<file path="config.mk">
export PLATFORM = sky130hd
export DESIGN_NAME = keyboard_matrix_key_encoder
export DESIGN_NICKNAME = d
export VERILOG_FILES = /design/src/rtl/kme_pkg.sv /design/src/rtl/keyboard_matrix_key_encoder.sv /design/src/rtl/kme_out.sv /design/src/rtl/kme_seq.sv
export SDC_FILE = /design/constraint.sdc
export NUM_CORES = 1
export LEC_CHECK = 0
export ABC_CLOCK_PERIOD_IN_PS = 15100
export BUFFER_PORTS_ARGS = -buffer_cell sky130_fd_sc_hd__buf_4
export CAP_MARGIN = 15
export CELL_PAD_IN_SITES_DETAIL_PLACEMENT = 1
export CELL_PAD_IN_SITES_GLOBAL_PLACEMENT = 2
export CORE_MARGIN = 2
export CORE_UTILIZATION = 43
export CTS_CLUSTER_SIZE = 12
export DETAILED_ROUTE_END_ITERATION = 6
export PLACE_DENSITY_LB_ADDON = 0.1
export SLEW_MARGIN = 10
export SYNTH_ARGS = -nofsm -noshare
export SYNTH_HDL_FRONTEND = slang
export SYNTH_SLANG_ARGS = --single-unit
</file>
<file path="constraint.sdc">
create_clock -name clock -period 15.1 [get_ports clock]
set_input_delay 0.755 -clock clock [delete_from_list [all_inputs] [get_ports clock]]
set_output_delay 0.755 -clock clock [all_outputs]
set_load 0.1 [all_outputs]
</file>
<file path="src/rtl/kme_pkg.sv">
`default_nettype none
package kme_pkg;

   localparam int DefaultRows = 7;
   localparam int DefaultCols = 5;

   localparam int RomCols     = 5;
   localparam int RomRows     = 7;
   localparam int HoldKeys    = 3;
   localparam int MaxResults  = 34;
   localparam int ProbeBits   = 64;

   localparam int HoldTimeWidth = 16;
   localparam int CodeWidth     = 8;
   localparam int TimeWidth     = 32;
   localparam int CsrDataWidth  = 16;
   localparam int CsrIndexWidth = 2;

   localparam logic [CsrIndexWidth-1:0] CsrHoldTime  = 2'd0;
   localparam logic [CsrIndexWidth-1:0] CsrBackspace = 2'd1;
   localparam logic [CsrIndexWidth-1:0] CsrReturn    = 2'd2;

   localparam logic [HoldTimeWidth-1:0] HoldTimeReset  = 16'd280;
   localparam logic [CodeWidth-1:0]     BackspaceReset = 8'd178;
   localparam logic [CodeWidth-1:0]     ReturnReset    = 8'd176;

   localparam int SymbolCol    = 0;
   localparam int SymbolRow    = 2;
   localparam int ShiftACol    = 1;
   localparam int ShiftARow    = 6;
   localparam int ShiftBCol    = 2;
   localparam int ShiftBRow    = 3;
   localparam int EnterCol     = 3;
   localparam int EnterRow     = 3;
   localparam int BackspaceCol = 4;
   localparam int BackspaceRow = 3;

   localparam logic [CodeWidth-1:0] LetterRom [RomCols][RomRows] = '{
      '{8'h71, 8'h77, 8'h00, 8'h61, 8'h00, 8'h20, 8'h00},
      '{8'h65, 8'h73, 8'h64, 8'h70, 8'h78, 8'h7a, 8'h00},
      '{8'h72, 8'h67, 8'h74, 8'h00, 8'h76, 8'h63, 8'h66},
      '{8'h75, 8'h68, 8'h79, 8'h00, 8'h62, 8'h6e, 8'h6a},
      '{8'h6f, 8'h6c, 8'h69, 8'h00, 8'h24, 8'h6d, 8'h6b}
   };

   localparam logic [CodeWidth-1:0] SymbolRom [RomCols][RomRows] = '{
      '{8'h23, 8'h31, 8'h00, 8'h2a, 8'h00, 8'h00, 8'h30},
      '{8'h32, 8'h34, 8'h35, 8'h40, 8'h38, 8'h37, 8'h00},
      '{8'h33, 8'h2f, 8'h28, 8'h00, 8'h3f, 8'h39, 8'h36},
      '{8'h5f, 8'h3a, 8'h29, 8'h00, 8'h21, 8'h2c, 8'h3b},
      '{8'h2b, 8'h22, 8'h2d, 8'h00, 8'h00, 8'h2e, 8'h27}
   };

   localparam int HoldCol [HoldKeys] = '{1, 3, 4};
   localparam int HoldRow [HoldKeys] = '{2, 1, 1};
   localparam logic [CodeWidth-1:0] HoldShort [HoldKeys] = '{8'h64, 8'h68, 8'h6c};
   localparam logic [CodeWidth-1:0] HoldLong  [HoldKeys] = '{8'h66, 8'h6a, 8'h6b};

   typedef struct packed {
      logic [HoldTimeWidth-1:0] hold_time;
      logic [CodeWidth-1:0]     backspace_code;
      logic [CodeWidth-1:0]     return_code;
   } kme_cfg_type;

   typedef struct packed {
      logic                 push;
      logic [CodeWidth-1:0] code;
      logic                 done;
   } kme_emit_type;

   function automatic logic bit_at(logic [ProbeBits-1:0] v, int c, int r, int rows);
      int idx;
      idx = c * rows + r;
      if (idx >= ProbeBits) return 1'b0;
      return v[idx[5:0]];
   endfunction

   function automatic logic [CodeWidth-1:0] letter_get(int c, int r);
      if (c >= RomCols || r >= RomRows) return '0;
      return LetterRom[c][r];
   endfunction

   function automatic logic [CodeWidth-1:0] symbol_get(int c, int r);
      if (c >= RomCols || r >= RomRows) return '0;
      return SymbolRom[c][r];
   endfunction

   function automatic logic is_hold_key(int c, int r);
      logic hit;
      hit = 1'b0;
      for (int i = 0; i < HoldKeys; i++) begin
         if (HoldCol[i] == c && HoldRow[i] == r) hit = 1'b1;
      end
      return hit;
   endfunction

   function automatic logic [CodeWidth-1:0] shift_code(logic shift_on,
                                                       logic [CodeWidth-1:0] ch);
      if (shift_on && ch >= 8'h61 && ch <= 8'h7a) return ch - 8'd32;
      return ch;
   endfunction

endpackage
`default_nettype wire

</file>
<file path="src/rtl/keyboard_matrix_key_encoder.sv">
// Keyboard matrix key encoder.
// req channel: one matrix scan per item (req_key_states, bit col*rows+row,
// 1 = pressed) with its millisecond timestamp req_now_ms. req_stall is high
// while a scan is being worked on.
// rsp channel: zero or more key codes per scan; rsp_last_of_scan marks the
// final code of a scan. A scan that causes no code gives no item.
// A scan steps from acceptance to the next acceptance through each dual-role
// key via the shared elapsed-time subtract and compare, then each matrix
// position through the layout lookup, then enter and a closing step. Each code
// waits in a pending register until the next code or the closing step decides
// rsp_last_of_scan, and reaches rsp in the cycle after that step.
// csr port: write hold time, backspace and enter codes while idle.
// Reset (synchronous) restores the register defaults and clears the key, latch
// and hold tracking flags; hold start times and scan samples are not reset.
// A stall on rsp holds the output register; one more code waits in a pending
// register, after which the sequencer holds until the receiver takes one.
`default_nettype none
module keyboard_matrix_key_encoder
   import kme_pkg::*;
#(
   parameter int MATRIX_ROWS = DefaultRows,
   parameter int MATRIX_COLS = DefaultCols
) (
   input  wire logic                               clock,
   input  wire logic                               reset,
   input  wire logic                               req_valid,
   output logic                                    req_stall,
   input  wire logic [MATRIX_ROWS*MATRIX_COLS-1:0] req_key_states,
   input  wire logic [TimeWidth-1:0]               req_now_ms,
   output logic                                    rsp_valid,
   input  wire logic                               rsp_stall,
   output logic [CodeWidth-1:0]                    rsp_key_code,
   output logic                                    rsp_last_of_scan,
   input  wire logic                               csr_wr_en,
   input  wire logic [CsrIndexWidth-1:0]           csr_index,
   input  wire logic [CsrDataWidth-1:0]            csr_wr_data
);

   kme_cfg_type  cfg_ff, cfg_in;
   kme_emit_type emit;
   logic         emit_ok;

   always_comb begin
      cfg_in = cfg_ff;
      if (csr_wr_en) begin
         case (csr_index)
            CsrHoldTime:  cfg_in.hold_time      = csr_wr_data;
            CsrBackspace: cfg_in.backspace_code = csr_wr_data[CodeWidth-1:0];
            CsrReturn:    cfg_in.return_code    = csr_wr_data[CodeWidth-1:0];
            default:      cfg_in = cfg_ff;
         endcase
      end
   end

   always_ff @(posedge clock) begin
      if (reset) begin
         cfg_ff.hold_time      <= HoldTimeReset;
         cfg_ff.backspace_code <= BackspaceReset;
         cfg_ff.return_code    <= ReturnReset;
      end else begin
         cfg_ff <= cfg_in;
      end
   end

   kme_seq #(
      .MATRIX_ROWS(MATRIX_ROWS),
      .MATRIX_COLS(MATRIX_COLS)
   ) u_seq (
      .clock         (clock),
      .reset         (reset),
      .req_valid     (req_valid),
      .req_stall     (req_stall),
      .req_key_states(req_key_states),
      .req_now_ms    (req_now_ms),
      .cfg           (cfg_ff),
      .emit_ok       (emit_ok),
      .emit          (emit)
   );

   kme_out u_out (
      .clock           (clock),
      .reset           (reset),
      .emit            (emit),
      .emit_ok         (emit_ok),
      .rsp_valid       (rsp_valid),
      .rsp_stall       (rsp_stall),
      .rsp_key_code    (rsp_key_code),
      .rsp_last_of_scan(rsp_last_of_scan)
   );

endmodule
`default_nettype wire

</file>
<file path="src/rtl/kme_out.sv">
`default_nettype none
module kme_out
   import kme_pkg::*;
(
   input  wire logic                 clock,
   input  wire logic                 reset,
   input  wire kme_emit_type         emit,
   output logic                      emit_ok,
   output logic                      rsp_valid,
   input  wire logic                 rsp_stall,
   output logic [CodeWidth-1:0]      rsp_key_code,
   output logic                      rsp_last_of_scan
);

   logic                 pend_valid_ff, pend_valid_in;
   logic [CodeWidth-1:0] pend_code_ff, pend_code_in;
   logic                 out_valid_ff, out_valid_in;
   logic [CodeWidth-1:0] out_code_ff, out_code_in;
   logic                 out_last_ff, out_last_in;
   logic                 out_free;
   logic                 move;

   assign out_free = !out_valid_ff || !rsp_stall;
   assign emit_ok  = !pend_valid_ff || out_free;

   always_comb begin
      pend_valid_in = pend_valid_ff;
      pend_code_in  = pend_code_ff;
      out_valid_in  = out_valid_ff && rsp_stall;
      out_code_in   = out_code_ff;
      out_last_in   = out_last_ff;
      move          = pend_valid_ff && out_free && (emit.push || emit.done);
      if (move) begin
         out_valid_in = 1'b1;
         out_code_in  = pend_code_ff;
         out_last_in  = emit.done;
      end
      if (emit.push && emit_ok) begin
         pend_valid_in = 1'b1;
         pend_code_in  = emit.code;
      end else if (emit.done && emit_ok) begin
         pend_valid_in = 1'b0;
      end
   end

   always_ff @(posedge clock) begin
      if (reset) begin
         pend_valid_ff <= 1'b0;
         out_valid_ff  <= 1'b0;
      end else begin
         pend_valid_ff <= pend_valid_in;
         out_valid_ff  <= out_valid_in;
      end
      pend_code_ff <= pend_code_in;
      out_code_ff  <= out_code_in;
      out_last_ff  <= out_last_in;
   end

   assign rsp_valid        = out_valid_ff;
   assign rsp_key_code     = out_code_ff;
   assign rsp_last_of_scan = out_last_ff;

endmodule
`default_nettype wire

</file>
<file path="src/rtl/kme_seq.sv">
`default_nettype none
module kme_seq
   import kme_pkg::*;
#(
   parameter int MATRIX_ROWS = DefaultRows,
   parameter int MATRIX_COLS = DefaultCols
) (
   input  wire logic                               clock,
   input  wire logic                               reset,
   input  wire logic                               req_valid,
   output logic                                    req_stall,
   input  wire logic [MATRIX_ROWS*MATRIX_COLS-1:0] req_key_states,
   input  wire logic [TimeWidth-1:0]               req_now_ms,
   input  wire kme_cfg_type                        cfg,
   input  wire logic                               emit_ok,
   output kme_emit_type                            emit
);

   localparam int KeyBits = MATRIX_ROWS * MATRIX_COLS;
   localparam int RowW    = $clog2(MATRIX_ROWS);
   localparam int ColW    = $clog2(MATRIX_COLS);
   localparam int CountW  = $clog2(MaxResults + 1);
   localparam int HoldW   = $clog2(HoldKeys);

   localparam logic [2:0] StIdle  = 3'd0;
   localparam logic [2:0] StHold  = 3'd1;
   localparam logic [2:0] StScan  = 3'd2;
   localparam logic [2:0] StEnter = 3'd3;
   localparam logic [2:0] StDone  = 3'd4;

   logic [2:0]           state_ff, state_in;
   logic [ProbeBits-1:0] keys_ff, keys_in;
   logic [ProbeBits-1:0] fresh_ff, fresh_in;
   logic [ProbeBits-1:0] prev_ff, prev_in;
   logic                 armed_ff, armed_in;
   logic [TimeWidth-1:0] now_ff, now_in;
   logic [HoldKeys-1:0]  trk_ff, trk_in;
   logic [HoldKeys-1:0]  long_ff, long_in;
   logic [TimeWidth-1:0] start_ff [HoldKeys];
   logic [TimeWidth-1:0] start_in [HoldKeys];
   logic [HoldW-1:0]     hidx_ff, hidx_in;
   logic [RowW-1:0]      row_ff, row_in;
   logic [ColW-1:0]      col_ff, col_in;
   logic [CountW-1:0]    count_ff, count_in;

   logic [ProbeBits-1:0] keys64;
   logic [ProbeBits-1:0] fresh64;
   logic                 shift_on;
   logic                 want;
   logic [CodeWidth-1:0] code;
   logic                 do_push;
   logic                 step_go;
   logic                 pressed;
   logic [TimeWidth-1:0] elapsed;
   logic                 reached;
   logic                 key_fresh;
   logic                 at_bs;
   logic                 on_hold;
   logic [CodeWidth-1:0] letter;
   logic [CodeWidth-1:0] sym;
   logic [CodeWidth-1:0] pick;
   logic                 printable;
   int                   hc, hr;

   generate
      if (KeyBits >= ProbeBits) begin : g_trunc
         assign keys64 = req_key_states[ProbeBits-1:0];
      end else begin : g_ext
         assign keys64 = {{(ProbeBits-KeyBits){1'b0}}, req_key_states};
      end
   endgenerate

   assign fresh64   = keys64 & ~prev_ff;
   assign req_stall = (state_ff != StIdle);

   always_comb begin
      hc       = HoldCol[hidx_ff];
      hr       = HoldRow[hidx_ff];
      shift_on = bit_at(keys_ff, ShiftACol, ShiftARow, MATRIX_ROWS) ||
                 bit_at(keys_ff, ShiftBCol, ShiftBRow, MATRIX_ROWS);
      pressed  = bit_at(keys_ff, hc, hr, MATRIX_ROWS);
      elapsed  = now_ff - start_ff[hidx_ff];
      reached  = elapsed >= {{(TimeWidth-HoldTimeWidth){1'b0}}, cfg.hold_time};

      key_fresh = bit_at(fresh_ff, int'(col_ff), int'(row_ff), MATRIX_ROWS);
      at_bs     = (int'(col_ff) == BackspaceCol) && (int'(row_ff) == BackspaceRow);
      on_hold   = is_hold_key(int'(col_ff), int'(row_ff));
      letter    = letter_get(int'(col_ff), int'(row_ff));
      sym       = symbol_get(int'(col_ff), int'(row_ff));
      pick      = (armed_ff && sym != '0) ? sym : letter;
      printable = key_fresh && !at_bs && (letter != '0 || sym != '0) &&
                  (armed_ff || !on_hold);

      want = 1'b0;
      code = '0;
      case (state_ff)
         StHold: begin
            if (pressed) begin
               want = trk_ff[hidx_ff] && !long_ff[hidx_ff] && reached;
               code = shift_code(shift_on, HoldLong[hidx_ff]);
            end else begin
               want = trk_ff[hidx_ff] && !long_ff[hidx_ff];
               code = shift_code(shift_on, HoldShort[hidx_ff]);
            end
         end
         StScan: begin
            if (key_fresh && at_bs) begin
               want = 1'b1;
               code = cfg.backspace_code;
            end else begin
               want = printable && pick != '0;
               code = shift_code(shift_on, pick);
            end
         end
         StEnter: begin
            want = bit_at(fresh_ff, EnterCol, EnterRow, MATRIX_ROWS);
            code = cfg.return_code;
         end
         default: begin
            want = 1'b0;
            code = '0;
         end
      endcase

      do_push = want && (count_ff < CountW'(MaxResults));
      step_go = !do_push || emit_ok;

      emit.push = do_push && emit_ok;
      emit.code = code;
      emit.done = (state_ff == StDone) && emit_ok;
   end

   always_comb begin
      state_in = state_ff;
      keys_in  = keys_ff;
      fresh_in = fresh_ff;
      prev_in  = prev_ff;
      armed_in = armed_ff;
      now_in   = now_ff;
      trk_in   = trk_ff;
      long_in  = long_ff;
      start_in = start_ff;
      hidx_in  = hidx_ff;
      row_in   = row_ff;
      col_in   = col_ff;
      count_in = count_ff;
      if (emit.push) count_in = count_ff + CountW'(1);
      case (state_ff)
         StIdle: begin
            if (req_valid) begin
               keys_in  = keys64;
               fresh_in = fresh64;
               prev_in  = keys64;
               now_in   = req_now_ms;
               if (bit_at(fresh64, SymbolCol, SymbolRow, MATRIX_ROWS)) armed_in = 1'b1;
               hidx_in  = '0;
               row_in   = '0;
               col_in   = '0;
               count_in = '0;
               state_in = StHold;
            end
         end
         StHold: begin
            if (step_go) begin
               if (pressed) begin
                  if (!trk_ff[hidx_ff]) begin
                     trk_in[hidx_ff]   = 1'b1;
                     long_in[hidx_ff]  = 1'b0;
                     start_in[hidx_ff] = now_ff;
                  end else if (!long_ff[hidx_ff] && reached) begin
                     long_in[hidx_ff] = 1'b1;
                  end
               end else begin
                  trk_in[hidx_ff]  = 1'b0;
                  long_in[hidx_ff] = 1'b0;
               end
               if (hidx_ff == HoldW'(HoldKeys - 1)) begin
                  state_in = StScan;
               end else begin
                  hidx_in = hidx_ff + HoldW'(1);
               end
            end
         end
         StScan: begin
            if (step_go) begin
               if (printable && armed_ff) armed_in = 1'b0;
               if (col_ff == ColW'(MATRIX_COLS - 1)) begin
                  col_in = '0;
                  if (row_ff == RowW'(MATRIX_ROWS - 1)) begin
                     state_in = StEnter;
                  end else begin
                     row_in = row_ff + RowW'(1);
                  end
               end else begin
                  col_in = col_ff + ColW'(1);
               end
            end
         end
         StEnter: begin
            if (step_go) state_in = StDone;
         end
         StDone: begin
            if (emit_ok) state_in = StIdle;
         end
         default: begin
            state_in = StIdle;
         end
      endcase
   end

   always_ff @(posedge clock) begin
      if (reset) begin
         state_ff <= StIdle;
         prev_ff  <= '0;
         armed_ff <= 1'b0;
         trk_ff   <= '0;
         long_ff  <= '0;
         hidx_ff  <= '0;
         row_ff   <= '0;
         col_ff   <= '0;
         count_ff <= '0;
      end else begin
         state_ff <= state_in;
         prev_ff  <= prev_in;
         armed_ff <= armed_in;
         trk_ff   <= trk_in;
         long_ff  <= long_in;
         hidx_ff  <= hidx_in;
         row_ff   <= row_in;
         col_ff   <= col_in;
         count_ff <= count_in;
      end
      keys_ff  <= keys_in;
      fresh_ff <= fresh_in;
      now_ff   <= now_in;
      start_ff <= start_in;
   end

endmodule
`default_nettype wire
</file>
-- After elaboration in Yosys (flattened, before gate mapping)
Memory sizes are Yosys's and may differ from the RTL's.
Cells that the tools add are included.
- flip-flop bits (word level): 337
- latch bits: 0
- RAM bits: 0
- memory bits (read-only): 896
- input bits: 90
- output and inout bits: 11
- logic and storage cells: 274
- memories kept: 2
- memories (name ; depth ; bits a word ; rd ports ; clocked after Yosys merged registers in ; wr ports ; RTL line ; source):
    (no name shown) ; 8 ; 56 ; 1 ; 0 ; 0 ; kme_pkg.sv:80 ; return LetterRom[c][r];
    (no name shown) ; 8 ; 56 ; 1 ; 0 ; 0 ; kme_pkg.sv:85 ; return SymbolRom[c][r];
- $add $sub $neg: 10
- multiply operators: 2
- div/mod/pow operators: 0
- magnitude comparators: 20
- equality and inequality tests: 30
- shift-type cells: 0
- multiplexer cells: 110
- bitwise operators: 11
- reductions and logical operators: 66
- operators by type and width (operator ; count):
    $mux 32 ; 7
    $mux 56 ; 4
    $bmux 32 s2 ; 3
    $mux 8 ; 20
    $bwmux 96 ; 1
    $and 35x64->64 ; 1
    $demux 32 s2 ; 1
    $ge 32x4->1 const B ; 2
    $ge 32x8->1 const B ; 2
    $not 3->32 ; 2
    $not 35->64 ; 1
    $mux 3 ; 19
    $bmux 8 s3 ; 2
    $mux 1 ; 33
    $add 32x32->32 ; 1
    $add 32x4->32 ; 1
    $bmux 8 s2 ; 2
    $ge 32x16->1 ; 1
    $mul 32x4->32 const B ; 1
    $sub 32x32->32 ; 1
    $logic_and 1x1->1 ; 30
    $ge 8x7->1 const B ; 3
    $le 8x7->1 const B ; 3
    $pmux 8 s3 ; 1
    48 further kinds ; 107

-- Longest topological paths before layout
Gate-level depths: netlist of the first run.
- depth after elaboration: 20
- mapped depth: 26
- depth with buffers taken out: 23

-- By module
Synthesis of the first run repeated with hierarchy kept, for this count alone.
- cell total of the unflattened synthesis: 1485
- area total of the unflattened synthesis: 15849.0 um^2
- modules (own cells, without submodules) (module ; times used ; cells an instance ; area each (um^2)):
    kme_seq ; 1 ; 1328 ; 13898.3
    keyboard_matrix_key_encoder ; 1 ; 129 ; 1347.5
    kme_out ; 1 ; 28 ; 603.1

-- Worst setup path after synthesis of the first run
No wires, ideal clock.
- path kind: register to register
- start: register u_seq.hidx_ff[1]
- end: register u_out.out_code_ff[0], in the netlist u_out.rsp_key_code[0], enable pin
- library setup time: 0.361 ns
- arrival time: 5.124 ns
- setup slack: 9.615 ns
- cell stages (with the launch flop): 25
- path buffers: 2
- clock period less this slack: 5.485 ns
- path through: dfxtp_1 > buf_2 > buf_1 > mux2i_1 > o21ai_0 > ha_1 > fa_1 > nand2b_1 > a21oi_1 > nor2_1 > o21ai_0 > a21o_1 > a21oi_1 > xnor2_1 > ha_1 > nand3_1 > a21oi_1 > nor4bb_1 > o31ai_1 > a211oi_1 > nor4bb_1 > nand4_2 > a21o_1 > nand2_1 > a21boi_0
- word-level cells in the longest chain between the ends: 15
- ends and longest elaborated chain (what ; RTL line ; source):
    start: declaration ; kme_seq.sv:41 ; logic [HoldW-1:0] hidx_ff, hidx_in;
    start signal: assignment ; kme_seq.sv:228 ; hidx_ff <= hidx_in;
    $not 2->3 (not written as such) ; kme_seq.sv:77, kme_seq.sv:78, kme_seq.sv:82 ;
    $bmux 32 s2 ; kme_seq.sv:77 ; hc = HoldCol[hidx_ff];
    $mux 32 (not written as such) (2 in series) ; kme_seq.sv:77 ;
    $mul 32x4->32 ; kme_pkg.sv:73 ; idx = c * rows + r;
    $add 32x32->32 ; kme_pkg.sv:73 ;
    $ge 32x8->1 or $bmux 1 s6 (tied branches) ; kme_pkg.sv:74, kme_pkg.sv:75 ;
    $mux 1 (on tied branches) ; kme_pkg.sv:74, kme_pkg.sv:75 ;
    $mux 1 ; kme_pkg.sv:75 ; return v[idx[5:0]];
    $mux 1 (*) ; kme_seq.sv:98 ; if (pressed) begin
    $pmux 1 s3 (*) ; kme_seq.sv:96 ; case (state_ff)
    $logic_and 1x1->1 (*) ; kme_seq.sv:125 ; do_push = want && (count_ff < CountW'(MaxResults));
    $logic_and 1x1->1 (*) ; kme_seq.sv:128 ; emit.push = do_push && emit_ok;
    $logic_or 1x1->1 (*) ; kme_out.sv:32 ; move = pend_valid_ff && out_free && (emit.push || emit.done);
    $logic_and 1x1->1 (*) ; kme_out.sv:32 ;
    net u_out.move ; kme_out.sv:21 ; logic move;
    end signal: assignment ; kme_out.sv:55 ; out_code_ff <= out_code_in;
    end: declaration ; kme_out.sv:18 ; logic [CodeWidth-1:0] out_code_ff, out_code_in;
The timed path passes the listed nets; every way through them passes the cells marked *. The select of a mux whose other input is x is not followed.
A chain may end at the register's enable or synchronous reset.

-- Worst setup path after layout of the first run
- start: register u_seq.hidx_ff[1]
- end: register u_out.out_code_ff[2], in the netlist u_out.rsp_key_code[2], enable pin
The elaborated chain is that of the path after synthesis.

==> results of run 1 <==
worst max-delay path, cell delays in order (launching register included):
cell and delay, ns:
dfxtp_2 0.59, buf_4 0.57, mux2i_1 0.25, nor2_1 0.06, a21oi_1 0.14, ha_1 0.34
a21oi_1 0.29, o21ai_0 0.14, a31oi_1 0.29, and2_1 0.30, xnor2_1 0.16, ha_1 0.26
nor2b_1 0.13, o21ai_0 0.12, nor4bb_1 0.31, o31ai_1 0.14, a211oi_1 0.21, nor4bb_1 0.36
nand4_2 0.25, a21o_1 0.29, nand2_1 0.20, a21boi_1 0.29
placed cells by master, fill, tap and decap left out, types with 17 or more instances in the layout:
cell       count
nand3_1       25
buf_4        114
nand2b_1      20
xnor2_1       17
edfxtp_1     201
a21o_1        17
dfxtp_1       92
nor2_1       137
o21ai_0       54
o211ai_1      20
nor2b_1       49
ha_1          88
clkbuf_16     37
nand2_1      160
a21oi_1      157
mux2i_1       67
inv_1         48
a31oi_1       17
final timing paths:
path / cells past startpoint / slack, ns / to / from
worst max-delay path: 21 / 9.08 / u_out.rsp_key_code[2] / u_seq.hidx_ff[1]
worst min-delay path: 1 / 0.38 / u_seq.now_ff[15] / req_now_ms[15]
worst max register to register: 21 / 9.08 / u_out.rsp_key_code[2] / u_seq.hidx_ff[1]
worst min register to register: 0 / 0.43 / u_out.rsp_key_code[0] / u_out.pend_code_ff[0]
cell type report:
type | count | share of cell area, %
sequential | 294 | 44.1
tap | 461 | 3.22
multi-input combinational | 1070 | 40.1
clock inverter | 16 | 1.24
timing repair buffer | 114 | 4.78
clock buffer | 46 | 5.48
inverter | 50 | 1.06
report_power, final:
group | switching (µW) | internal (µW) | total (µW)
Combinational | 271 | 169 | 440
Clock | 347 | 532 | 879
Sequential | 22.6 | 912 | 935
Total | 641 | 1610 | 2250
flip-flops by register name, summed over array words and instances, names as in the netlist, named ones only:
name and count:
u_seq.row_ff 3, u_seq.now_ff 32, u_seq.start_ff 96, u_seq.hidx_ff 2, cfg_ff 32, u_seq.prev_ff 35, u_seq.keys_ff 21, u_seq.fresh_ff 35
u_seq.col_ff 3, u_out.pend_valid_ff 1, u_out.pend_code_ff 8, u_out.rsp_last_of_scan 1, u_out.rsp_key_code 8, u_seq.state_ff 3, u_seq.armed_ff 1, u_out.rsp_valid 1
u_seq.count_ff 6
metal layers:
layer / routed length, µm / part of all wire (%) / track usage [%] / vias to the layer above
met5: 0 / 0 / 0 / -
met4: 620 / 1.5 / 4.42 / 0
met3: 1620 / 4.0 / 3.63 / 53
met2: 18700 / 46 / 35.3 / 188
met1: 19600 / 48 / 30.8 / 5744
li1: - / - / - / 5615
logic make-up (layout without fill, tap and decap cells):
| kind of cell | Yosys count | after routing | synth area share, % |
|---|---|---|---|
| buffers and inverters | 121 | 226 | 3.24 |
| AOI/OAI and AO/OA | 380 | 380 | 15.6 |
| and+or+nand+nor | 481 | 481 | 14.6 |
| DFF | 294 | 294 | 50.7 |
| muxes | 85 | 85 | 6.40 |
| xor gates and xnor gates | 31 | 31 | 1.79 |
| adders and majority gates | 93 | 93 | 7.71 |
per-stage QoR:
| step | power [µW] | worst slack (ns) | utilization (%) |
|---|---|---|---|
| after floorplan | 1260 | 9.62 | - |
| after global placement | 1380 | 9.25 | 46.9 |
| after detailed placement | 1390 | 8.85 | 46.9 |
| after CTS | 2280 | 8.81 | 50.2 |
| after global routing | 2370 | 8.53 | 50.2 |
| final | 2250 | 9.08 | 50.2 |
==> results.md, run 1 <==
* Status: finished with violations
* Failing checks: DRC
* Final wirelength at 40,600 µm
* Synth Flop Type: edfxtp_1
* I/O Pins at 101
* Hold-fix buffers, CTS at 0
* Syn. warnings at 0
* Setup crit end kind: register
* GRT overflow at 0
* Clock Latency Late Sink at 0.55 ns
* Clock transition at the registers of the reported paths at 0.07 ns
* Hold/Removal Path Class: primary input to register
* Startpoint Class: register
* # Post-CTS Setup Buffers at 0
* WS Path Type: register to register
* Clock root cell: clkbuf_16
* WL per Instance at 19.8 µm
* Vias in the first global route at 11,900
* Post-detail-place hpwl at 28,700 µm
* Largest net degree at the start of global routing at 77
* WHS at 0.382 ns
* DP Area at 16,700 µm²
* Synth Register Bits at 294
* Final setup fails at 0
* Synth top area share at 38.7%
* Synth-to-Final Area Change at 14.9%
* Worst EP required at 15.32 ns
* Multi-input gate area at 7190 µm²
* Design area at 17,900 µm²
* Post-CTS sizing at 0
* Clk sinks at 294
* FF+latch area at 7900 µm²
* Distinct cell type count after synthesis at 81
* Vias at 11,600
* Net Count, Synth at 1,668
* Core Area at 35,700 µm²
* DRT antenna net count at 0
* CTS tree: done
* Nets at 1,748
* Htree depth at 2
* GRT Total Usage at 21.8%
* Die area at 37,800 µm²
* Fin. Hold Viols at 0
* Slew Limit Fails at 0
* DR DRC count at 7
* Top-count cell post-synth: edfxtp_1
* Total power per unit cell area at 126 nW/µm²
* Mapped Area at 15,600 µm²
* Layout cells sized above 1 at 13.0%
* Max Cap Viol at 0
* First-pass iteration count of the detailed router at 7
* Fin crit period at 6.02 ns
* Largest fanout on the critical path at 32
* TNS Setup at 0 ns
* Initial Util at 43.7%
* Seq/Total Area, Yosys at 50.7%
* Post-synth EDFFs at 201
* Vias per std cell at 5.66
* RSZ-0062 raised after global routing: no
* Die W at 194 µm
* Antenna violations before repair at 0
* Avg Cell Area, Syn at 10.5 µm²
* Port Buf Inserts at 100
* Fmax at 166 MHz
* Initial DRC count at 721
* # placed instances at 1,989
* Post-synthesis cell count at 1,485
* Worst-Margin Slew at 0.986 ns
* Final period utilization at 39.8%
* Static leakage at 0.00668 µW
* # fillers at 3,898
* Routability congestion estimate at 0.872
* First-pass GRT wire length at 65,900 µm
* Peak VDD IR at 0.103 mV
* Clk buf depth at 3
* Worst Clk Skew at 0.0157 ns
* Relative slew slack at 34.3%
* Cell taking the most area after synthesis: edfxtp_1
* Post-synth ARST share at 0%
* Std-Cell Rows at 69
* Area contributors post-synth: edfxtp_1, dfxtp_1, ha_1, a21oi_1, mux2i_1
* Ant diodes at 0
* Finished Layout Cells at 2,051
* Vertical die dimension at 194 µm
* TritonCTS buffer count at 35
* Commonest cells post-synth: edfxtp_1, nand2_1, a21oi_1, nor2_1, dfxtp_1
* CP Data Arrival Time at 6.24 ns
Note: power is estimated with default switching activity, not from simulation.
==> inputs of run 2 (changes only) <==
- ABC_CLOCK_PERIOD_IN_PS: 15100 -> 4900
- CORE_UTILIZATION: 43 -> 36
- clock period: 15.1 -> 4.9 ns (I/O delays scaled with it)
==> results.md, run 2 (synthesis gave the netlist of run 1 again) <==
* Hold path start: reset
* Clk buf depth at 3
* Static leakage at 0.00767 µW
* Fin. Hold Viols at 0
* Std-Cell Rows at 76
* CTS tree: done
* Initial DRC count at 515
* R2R Setup Slk at 0.20 ns
* Worst EP required at 5.34 ns
* GRT Total Usage at 20.1%
* Sequential share of power at 39.6%
* Fin crit period at 4.70 ns
* DR DRC count at 0
* Post-detail-place hpwl at 31,800 µm
* Vias per std cell at 5.16
* Biggest regs: u_seq.start_ff: 96 flops, u_seq.fresh_ff: 35 flops, u_seq.prev_ff: 35 flops
* Worst R2R Path Depth at 21
* Peak VDD IR at 0.302 mV
* Final wirelength at 44,400 µm
* NetSw at 2110 µW
* Clock root cell: clkbuf_16
* Setup crit end kind: register
* Int Power at 5170 µW
* Slew Limit Fails at 0
* Commonest non-fill, non-tap cells in the layout: buf_4, edfxtp_1, nand2_1
* RSZ-0062 raised after global routing: yes
* Clk sinks at 294
* WL per Instance at 18.6 µm
* Largest fanout on the critical path at 6
* Port Buf Inserts at 100
* Worst Hold End: u_seq.prev_ff[3]
* Worst Clk Skew at 0.0124 ns
* Final period utilization at 95.9%
* TritonCTS buffer count at 35
* GRT overflow at 0
* Die W at 212 µm
* Worst-Margin Slew at 0.978 ns
* Vias in the first global route at 13,000
* Status: finished, final reports clean
* Worst R2R End: u_seq.hidx_ff[1]
* Hold path depth at 2
* WS Path Type: register to register
* Max Cap Viol at 0
* Vertical die dimension at 212 µm
* Startpoint Class: register
* Clock Latency Late Sink at 0.56 ns
* I/O Pins at 101
* Routability congestion estimate at 0.867
* Reg with most FFs: u_seq.start_ff
* Final setup fails at 0
* Combinational fraction of design power at 24.8%
* Nets at 1,956
* Layout cells sized above 1 at 20.9%
* Design area at 20,100 µm²
* Most common cell after layout, fill and taps aside: buf_4
* Vias at 12,300
* Clock power frac at 35.6%
* Largest net degree at the start of global routing at 87
* Synth-to-Final Area Change at 28.9%
* DP Area at 17,700 µm²
* Ant diodes at 0
* TNS Setup at 0 ns
* DRT antenna net count at 0
* Antenna violations before repair at 1
* Core Area at 42,900 µm²
* Hold/Removal Path Class: primary input to register
* CP Data Arrival Time at 5.13 ns
* Relative slew slack at 34.8%
* Initial Util at 36.3%
* Die area at 45,000 µm²
* Max reg flops at 96
* Htree depth at 2
* Switch share at 29.0%
* Worst R2R Start: u_seq.hidx_ff[1]
* First-pass GRT wire length at 70,800 µm
* Fmax at 213 MHz
* First-pass iteration count of the detailed router at 4
* Clock transition at the registers of the reported paths at 0.06 ns
* Total power per unit cell area at 362 nW/µm²
run 2: cell types whose count changed in the layout (fill, tap and decap cells not counted), moves of 4 or more:
| cell | before | now |
|---|---|---|
| a21oi_1 | 157 | 146 |
| a21oi_2 | 0 | 9 |
| buf_4 | 114 | 230 |
| buf_6 | 0 | 6 |
| clkbuf_8 | 2 | 6 |
| dlygate4sd3_1 | 0 | 84 |
| o21ai_0 | 54 | 42 |
| o21ai_1 | 3 | 9 |
| o21ai_2 | 0 | 6 |
run 2: how the worst max path moves through the flow:
stage / end / cells past startpoint / slack (ns) / startpoint
after floorplan: u_seq.hidx_ff[0] / 24 / 0.03 / u_seq.hidx_ff[1]
after global placement: u_seq.state_ff[1] / 25 / -0.05 / u_seq.hidx_ff[1]
after detailed placement: register / 24 / -0.19 / u_seq.hidx_ff[1]
after CTS: u_out.rsp_key_code[6] / 25 / 0.008 / u_seq.hidx_ff[1]
after global routing: u_seq.hidx_ff[1] / 21 / -0.06 / u_seq.hidx_ff[1]
final: u_seq.hidx_ff[1] / 21 / 0.20 / u_seq.hidx_ff[1]
run 2: power groups by stage:
stage / Combinational, µW / Sequential [µW] / Clock (µW)
finish: 1810 / 2880 / 2590
global route: 2000 / 2890 / 2770
CTS: 1680 / 2880 / 2670
detailed placement: 1600 / 2930 / 0
global placement: 1580 / 2930 / 0
floorplan: 978 / 2910 / 0
run 2: area by class of cell:
| type | instances | area (µm²) |
|---|---|---|
| Clock buffer | 46 | 977 |
| Clock inverter | 18 | 180 |
| Fill cell | 4735 | 22800 |
| Inverter | 50 | 190 |
| Multi-Input combinational cell | 1070 | 7430 |
| Sequential cell | 294 | 7900 |
| Tap cell | 585 | 732 |
| Timing Repair Buffer | 322 | 2680 |
run 2: worst max-delay path, cell delays in order, from the launching register on:
cell      delay, ns
dfxtp_4        0.43
mux2i_1        0.21
nor2_1         0.07
a21oi_2        0.13
ha_1           0.25
nor2b_4        0.13
o2111a_1       0.26
nor2_2         0.15
o21ai_2        0.07
buf_4          0.14
xor2_1         0.14
ha_1           0.34
buf_6          0.14
a211oi_4       0.23
o41ai_2        0.12
a221o_1        0.35
a211oi_2       0.21
nor4bb_4       0.25
nand4_2        0.18
a311oi_2       0.37
o22ai_2        0.15
a32o_1         0.25
run 2: what timing repair did:
item                                   in CTS  in global routing
resized for setup                           4                 70
pin swaps                                   1                 48
setup buffers                               3                 13
endpoints found under the hold margin     132                  0
setup endpoints to repair                  34                 37
hold buffers                               84                  0
run 2: metal layers:
metal / track usage, % / routed length, µm / vias to the layer above
li1: - / - / 6039
met1: 27.9 / 21300 / 6058
met2: 33.1 / 20900 / 165
met3: 2.72 / 1450 / 41
met4: 4.86 / 697 / 0
met5: 0 / 0 / -
run 2: per-stage QoR:
step	total power, µW	hold WS (ns)	utilization [%]	cells	worst slack, ns
6_report	7280	0.147	46.8	2385	0.202
5_1_grt	7670	0.157	46.8	2385	-0.0602
4_1_cts	7230	0.132	46.0	2372	0.00850
3_5_place_dp	4540	0.406	41.2	2221	-0.194
3_3_place_gp	4500	0.408	41.2	2221	-0.0526
2_1_floorplan	3890	0.344	-	1485	0.0261
==> inputs of run 3 (changes only) <==
- ABC_AREA: unset -> 1
- CORE_UTILIZATION: 36 -> 34
==> results.md, run 3 <==
* CP Data Arrival Time at 4.99 ns
* Layout cells sized above 1 at 18.7%
* Cell taking the most area after synthesis: edfxtp_1
* Mapped Area at 16,100 µm²
* Vias per std cell at 4.90
* Worst Hold End: u_out.rsp_valid
* Antenna violations before repair at 0
* Biggest regs: u_seq.start_ff: 96 flops, u_seq.fresh_ff: 35 flops, u_seq.prev_ff: 35 flops
* Std-Cell Rows at 79
* Die W at 221 µm
* Synth Register Bits at 294
* Post-Synth Adder-Cell Area at 7.48%
* Largest net degree at the start of global routing at 160
* Syn. warnings at 0
* Clock power frac at 15.8%
* Vias at 13,800
* Startpoint Class: register
* Distinct cell type count after synthesis at 54
* Design area at 20,800 µm²
* Max reg flops at 96
* Clock transition at the registers of the reported paths at 0.06 ns
* Area contributors post-synth: edfxtp_1, dfxtp_1, nand2_1, ha_1, nor2_1
* Post-detail-place hpwl at 36,100 µm
* Compound-cell area share of the yosys netlist at 12.5%
* Post-synth ARST share at 0%
* Status: finished, final reports clean
* Slowest stage delay, CP at 0.39 ns
* Ant diodes at 0
* Clk buf depth at 3
* First-pass iteration count of the detailed router at 5
* R2R Setup Slk at 0.18 ns
* DRT antenna net count at 0
* Post-synth EDFFs at 201
* Mux contribution to synthesized area at 0%
* GRT Total Usage at 19.9%
* Clk sinks at 294
* WS Path Type: register to register
* Hold path depth at 3
* DR DRC count at 0
* Fin crit period at 4.72 ns
* Initial DRC count at 803
* Int Power at 8560 µW
* Slew Limit Fails at 0
* Die area at 49,000 µm²
* Synth top area share at 37.6%
* Avg Cell Area, Syn at 8.50 µm²
* Vias in the first global route at 14,300
* Hold/Removal Path Class: primary input to register
* Clock root cell: clkbuf_16
* Top-count cell post-synth: nand2_1
* Synth Flop Type: edfxtp_1
* Largest fanout on the critical path at 9
* Switch share at 46.4%
* DP Area at 18,000 µm²
* Fmax at 212 MHz
* Nets at 2,361
* Port Buf Inserts at 100
* Routability congestion estimate at 0.865
* Worst R2R Path Depth at 31
* GRT overflow at 0
* Static leakage at 0.00907 µW
* Critical-path top delay cell: dfxtp_4
* CTS tree: done
* Combinational fraction of design power at 61.4%
* WL per Instance at 17.8 µm
* Final setup fails at 0
* Hold path start: rsp_stall
* Fin. Hold Viols at 0
* Peak VDD IR at 0.318 mV
* Final setup margin at 0.176 ns
* Max Cap Viol at 0
* Relative slew slack at 48.3%
* TritonCTS buffer count at 35
* Reg with most FFs: u_seq.start_ff
* Sequential share of power at 22.8%
* Worst Clk Skew at 0.0217 ns
* Post-synthesis cell count at 1,889
* Pre-CTS WS at -0.0629 ns
* Core Area at 46,600 µm²
* I/O Pins at 101
* Final period utilization at 96.4%
* Worst R2R Start: u_seq.hidx_ff[0]
* Seq/Total Area, Yosys at 49.2%
* Commonest cells post-synth: nand2_1, nor2_1, inv_1, edfxtp_1, o21ai_0
* Commonest non-fill, non-tap cells in the layout: nand2_1, nor2_1, inv_1
* Worst path most repeated cell: nand2_1
* Final wirelength at 49,900 µm
* Worst R2R End: u_seq.start_ff[82]
* First-pass GRT wire length at 78,000 µm
* RSZ-0062 raised after global routing: yes
* Total power per unit cell area at 768 nW/µm²
* WHS at 0.0615 ns
* Vertical die dimension at 221 µm
* NetSw at 7410 µW
* Clock Latency Late Sink at 0.55 ns
* Htree depth at 2
* Setup crit end kind: register
* Net Count, Synth at 2,072
* Most common cell after layout, fill and taps aside: nand2_1
* Largest family of logic cells by synthesized area: simple AND/OR/NAND/NOR gates
* TNS Setup at 0 ns
* Simple logic cell fraction of the synthesized area at 22.2%
* Worst-Margin Slew at 0.775 ns
* Post-synthesis xor/xnor area fraction at 1.25%
* Initial Util at 34.5%
* Synth-to-Final Area Change at 29.5%
* Worst EP required at 5.17 ns
==> run 3: cell types whose count changed after synthesis, sizes merged, moves of 16 or more <==
cell,previous run,this run
nand3,25,95
a21oi,158,113
nand2,160,432
nand2b,20,0
inv,48,246
mux2i,67,0
a21o,17,1
a2bb2oi,0,29
nor2b,50,0
o21ai,57,171
nor2,137,247
==> run 3: how the worst max path moves through the flow <==
stage / slack (ns) / endpoint / startpoint / cells after the start
final: 0.18 / u_seq.start_ff[82] / u_seq.hidx_ff[0] / 31
after global routing: -0.10 / u_seq.start_ff[64] / u_seq.hidx_ff[0] / 31
after CTS: 0.004 / u_seq.start_ff[91] / u_seq.hidx_ff[0] / 30
after detailed placement: -0.06 / u_seq.start_ff[87] / u_seq.hidx_ff[0] / 29
after global placement: 0.03 / u_seq.start_ff[87] / u_seq.hidx_ff[0] / 29
after floorplan: 0.08 / u_seq.start_ff[64] / u_seq.hidx_ff[1] / 29
==> run 3: power by group through the flow <==
stage | sequential [µW] | combinational [µW] | clock, µW
floorplan | 3580 | 5720 | 0
global route | 3690 | 11000 | 2700
global placement | 3650 | 8640 | 0
finish | 3640 | 9800 | 2520
CTS | 3630 | 8890 | 2600
detailed placement | 3680 | 8780 | 0
==> run 3: cells by family (layout without fill, tap and decap cells) <==
group           after synthesis  in the layout
compound gates              355            355
fa+ha+maj                    93             93
simple gates                826            826
buf+inv                     298            613
flops                       294            294
xor+xnor                     23             23
==> run 3: layer usage <==
| metal | routed length, µm | global-route usage [%] |
|---|---|---|
| met3 | 1240 | 2.48 |
| met2 | 23900 | 33.8 |
| met5 | 0 | 0 |
| met4 | 884 | 4.70 |
| met1 | 23900 | 27.0 |
==> run 3: through the flow <==
step	util, %	cells	power [µW]
final	44.7	2811	16000
after global routing	44.7	2811	17400
after CTS	42.9	2778	15100
after detailed placement	38.7	2631	12500
after global placement	38.7	2631	12300
after floorplan	-	1889	9290
==> run 3: area by class of cell <==
cell class / instances / area (µm²)
Inverter: 249 / 953
Sequential cell: 294 / 7900
Fill cell: 5383 / 25800
Clock buffer: 53 / 1000
Timing Repair Buffer: 300 / 2660
Multi-Input combinational cell: 1297 / 7410
Timing Repair inverter: 1 / 7.51
Tap cell: 607 / 759
Clock inverter: 10 / 93.8
==> run 3: worst max-delay path, delay by kind of cell, from the launching register on <==
family	cells	cell delay, ns
compound gates	4	0.80
fa+ha+maj	2	0.57
xor+xnor	1	0.16
buf+inv	6	0.84
simple gates	18	1.66
flops	1	0.39
==> run 3: repair_timing <==
item / in CTS / in global routing
pin swaps: 0 / 40
endpoints found under the setup margin: 55 / 75
hold buffers: 84 / 0
gates cloned: 0 / 7
setup buffers: 0 / 27
gates resized for setup: 2 / 120
hold endpoints to repair: 134 / 0
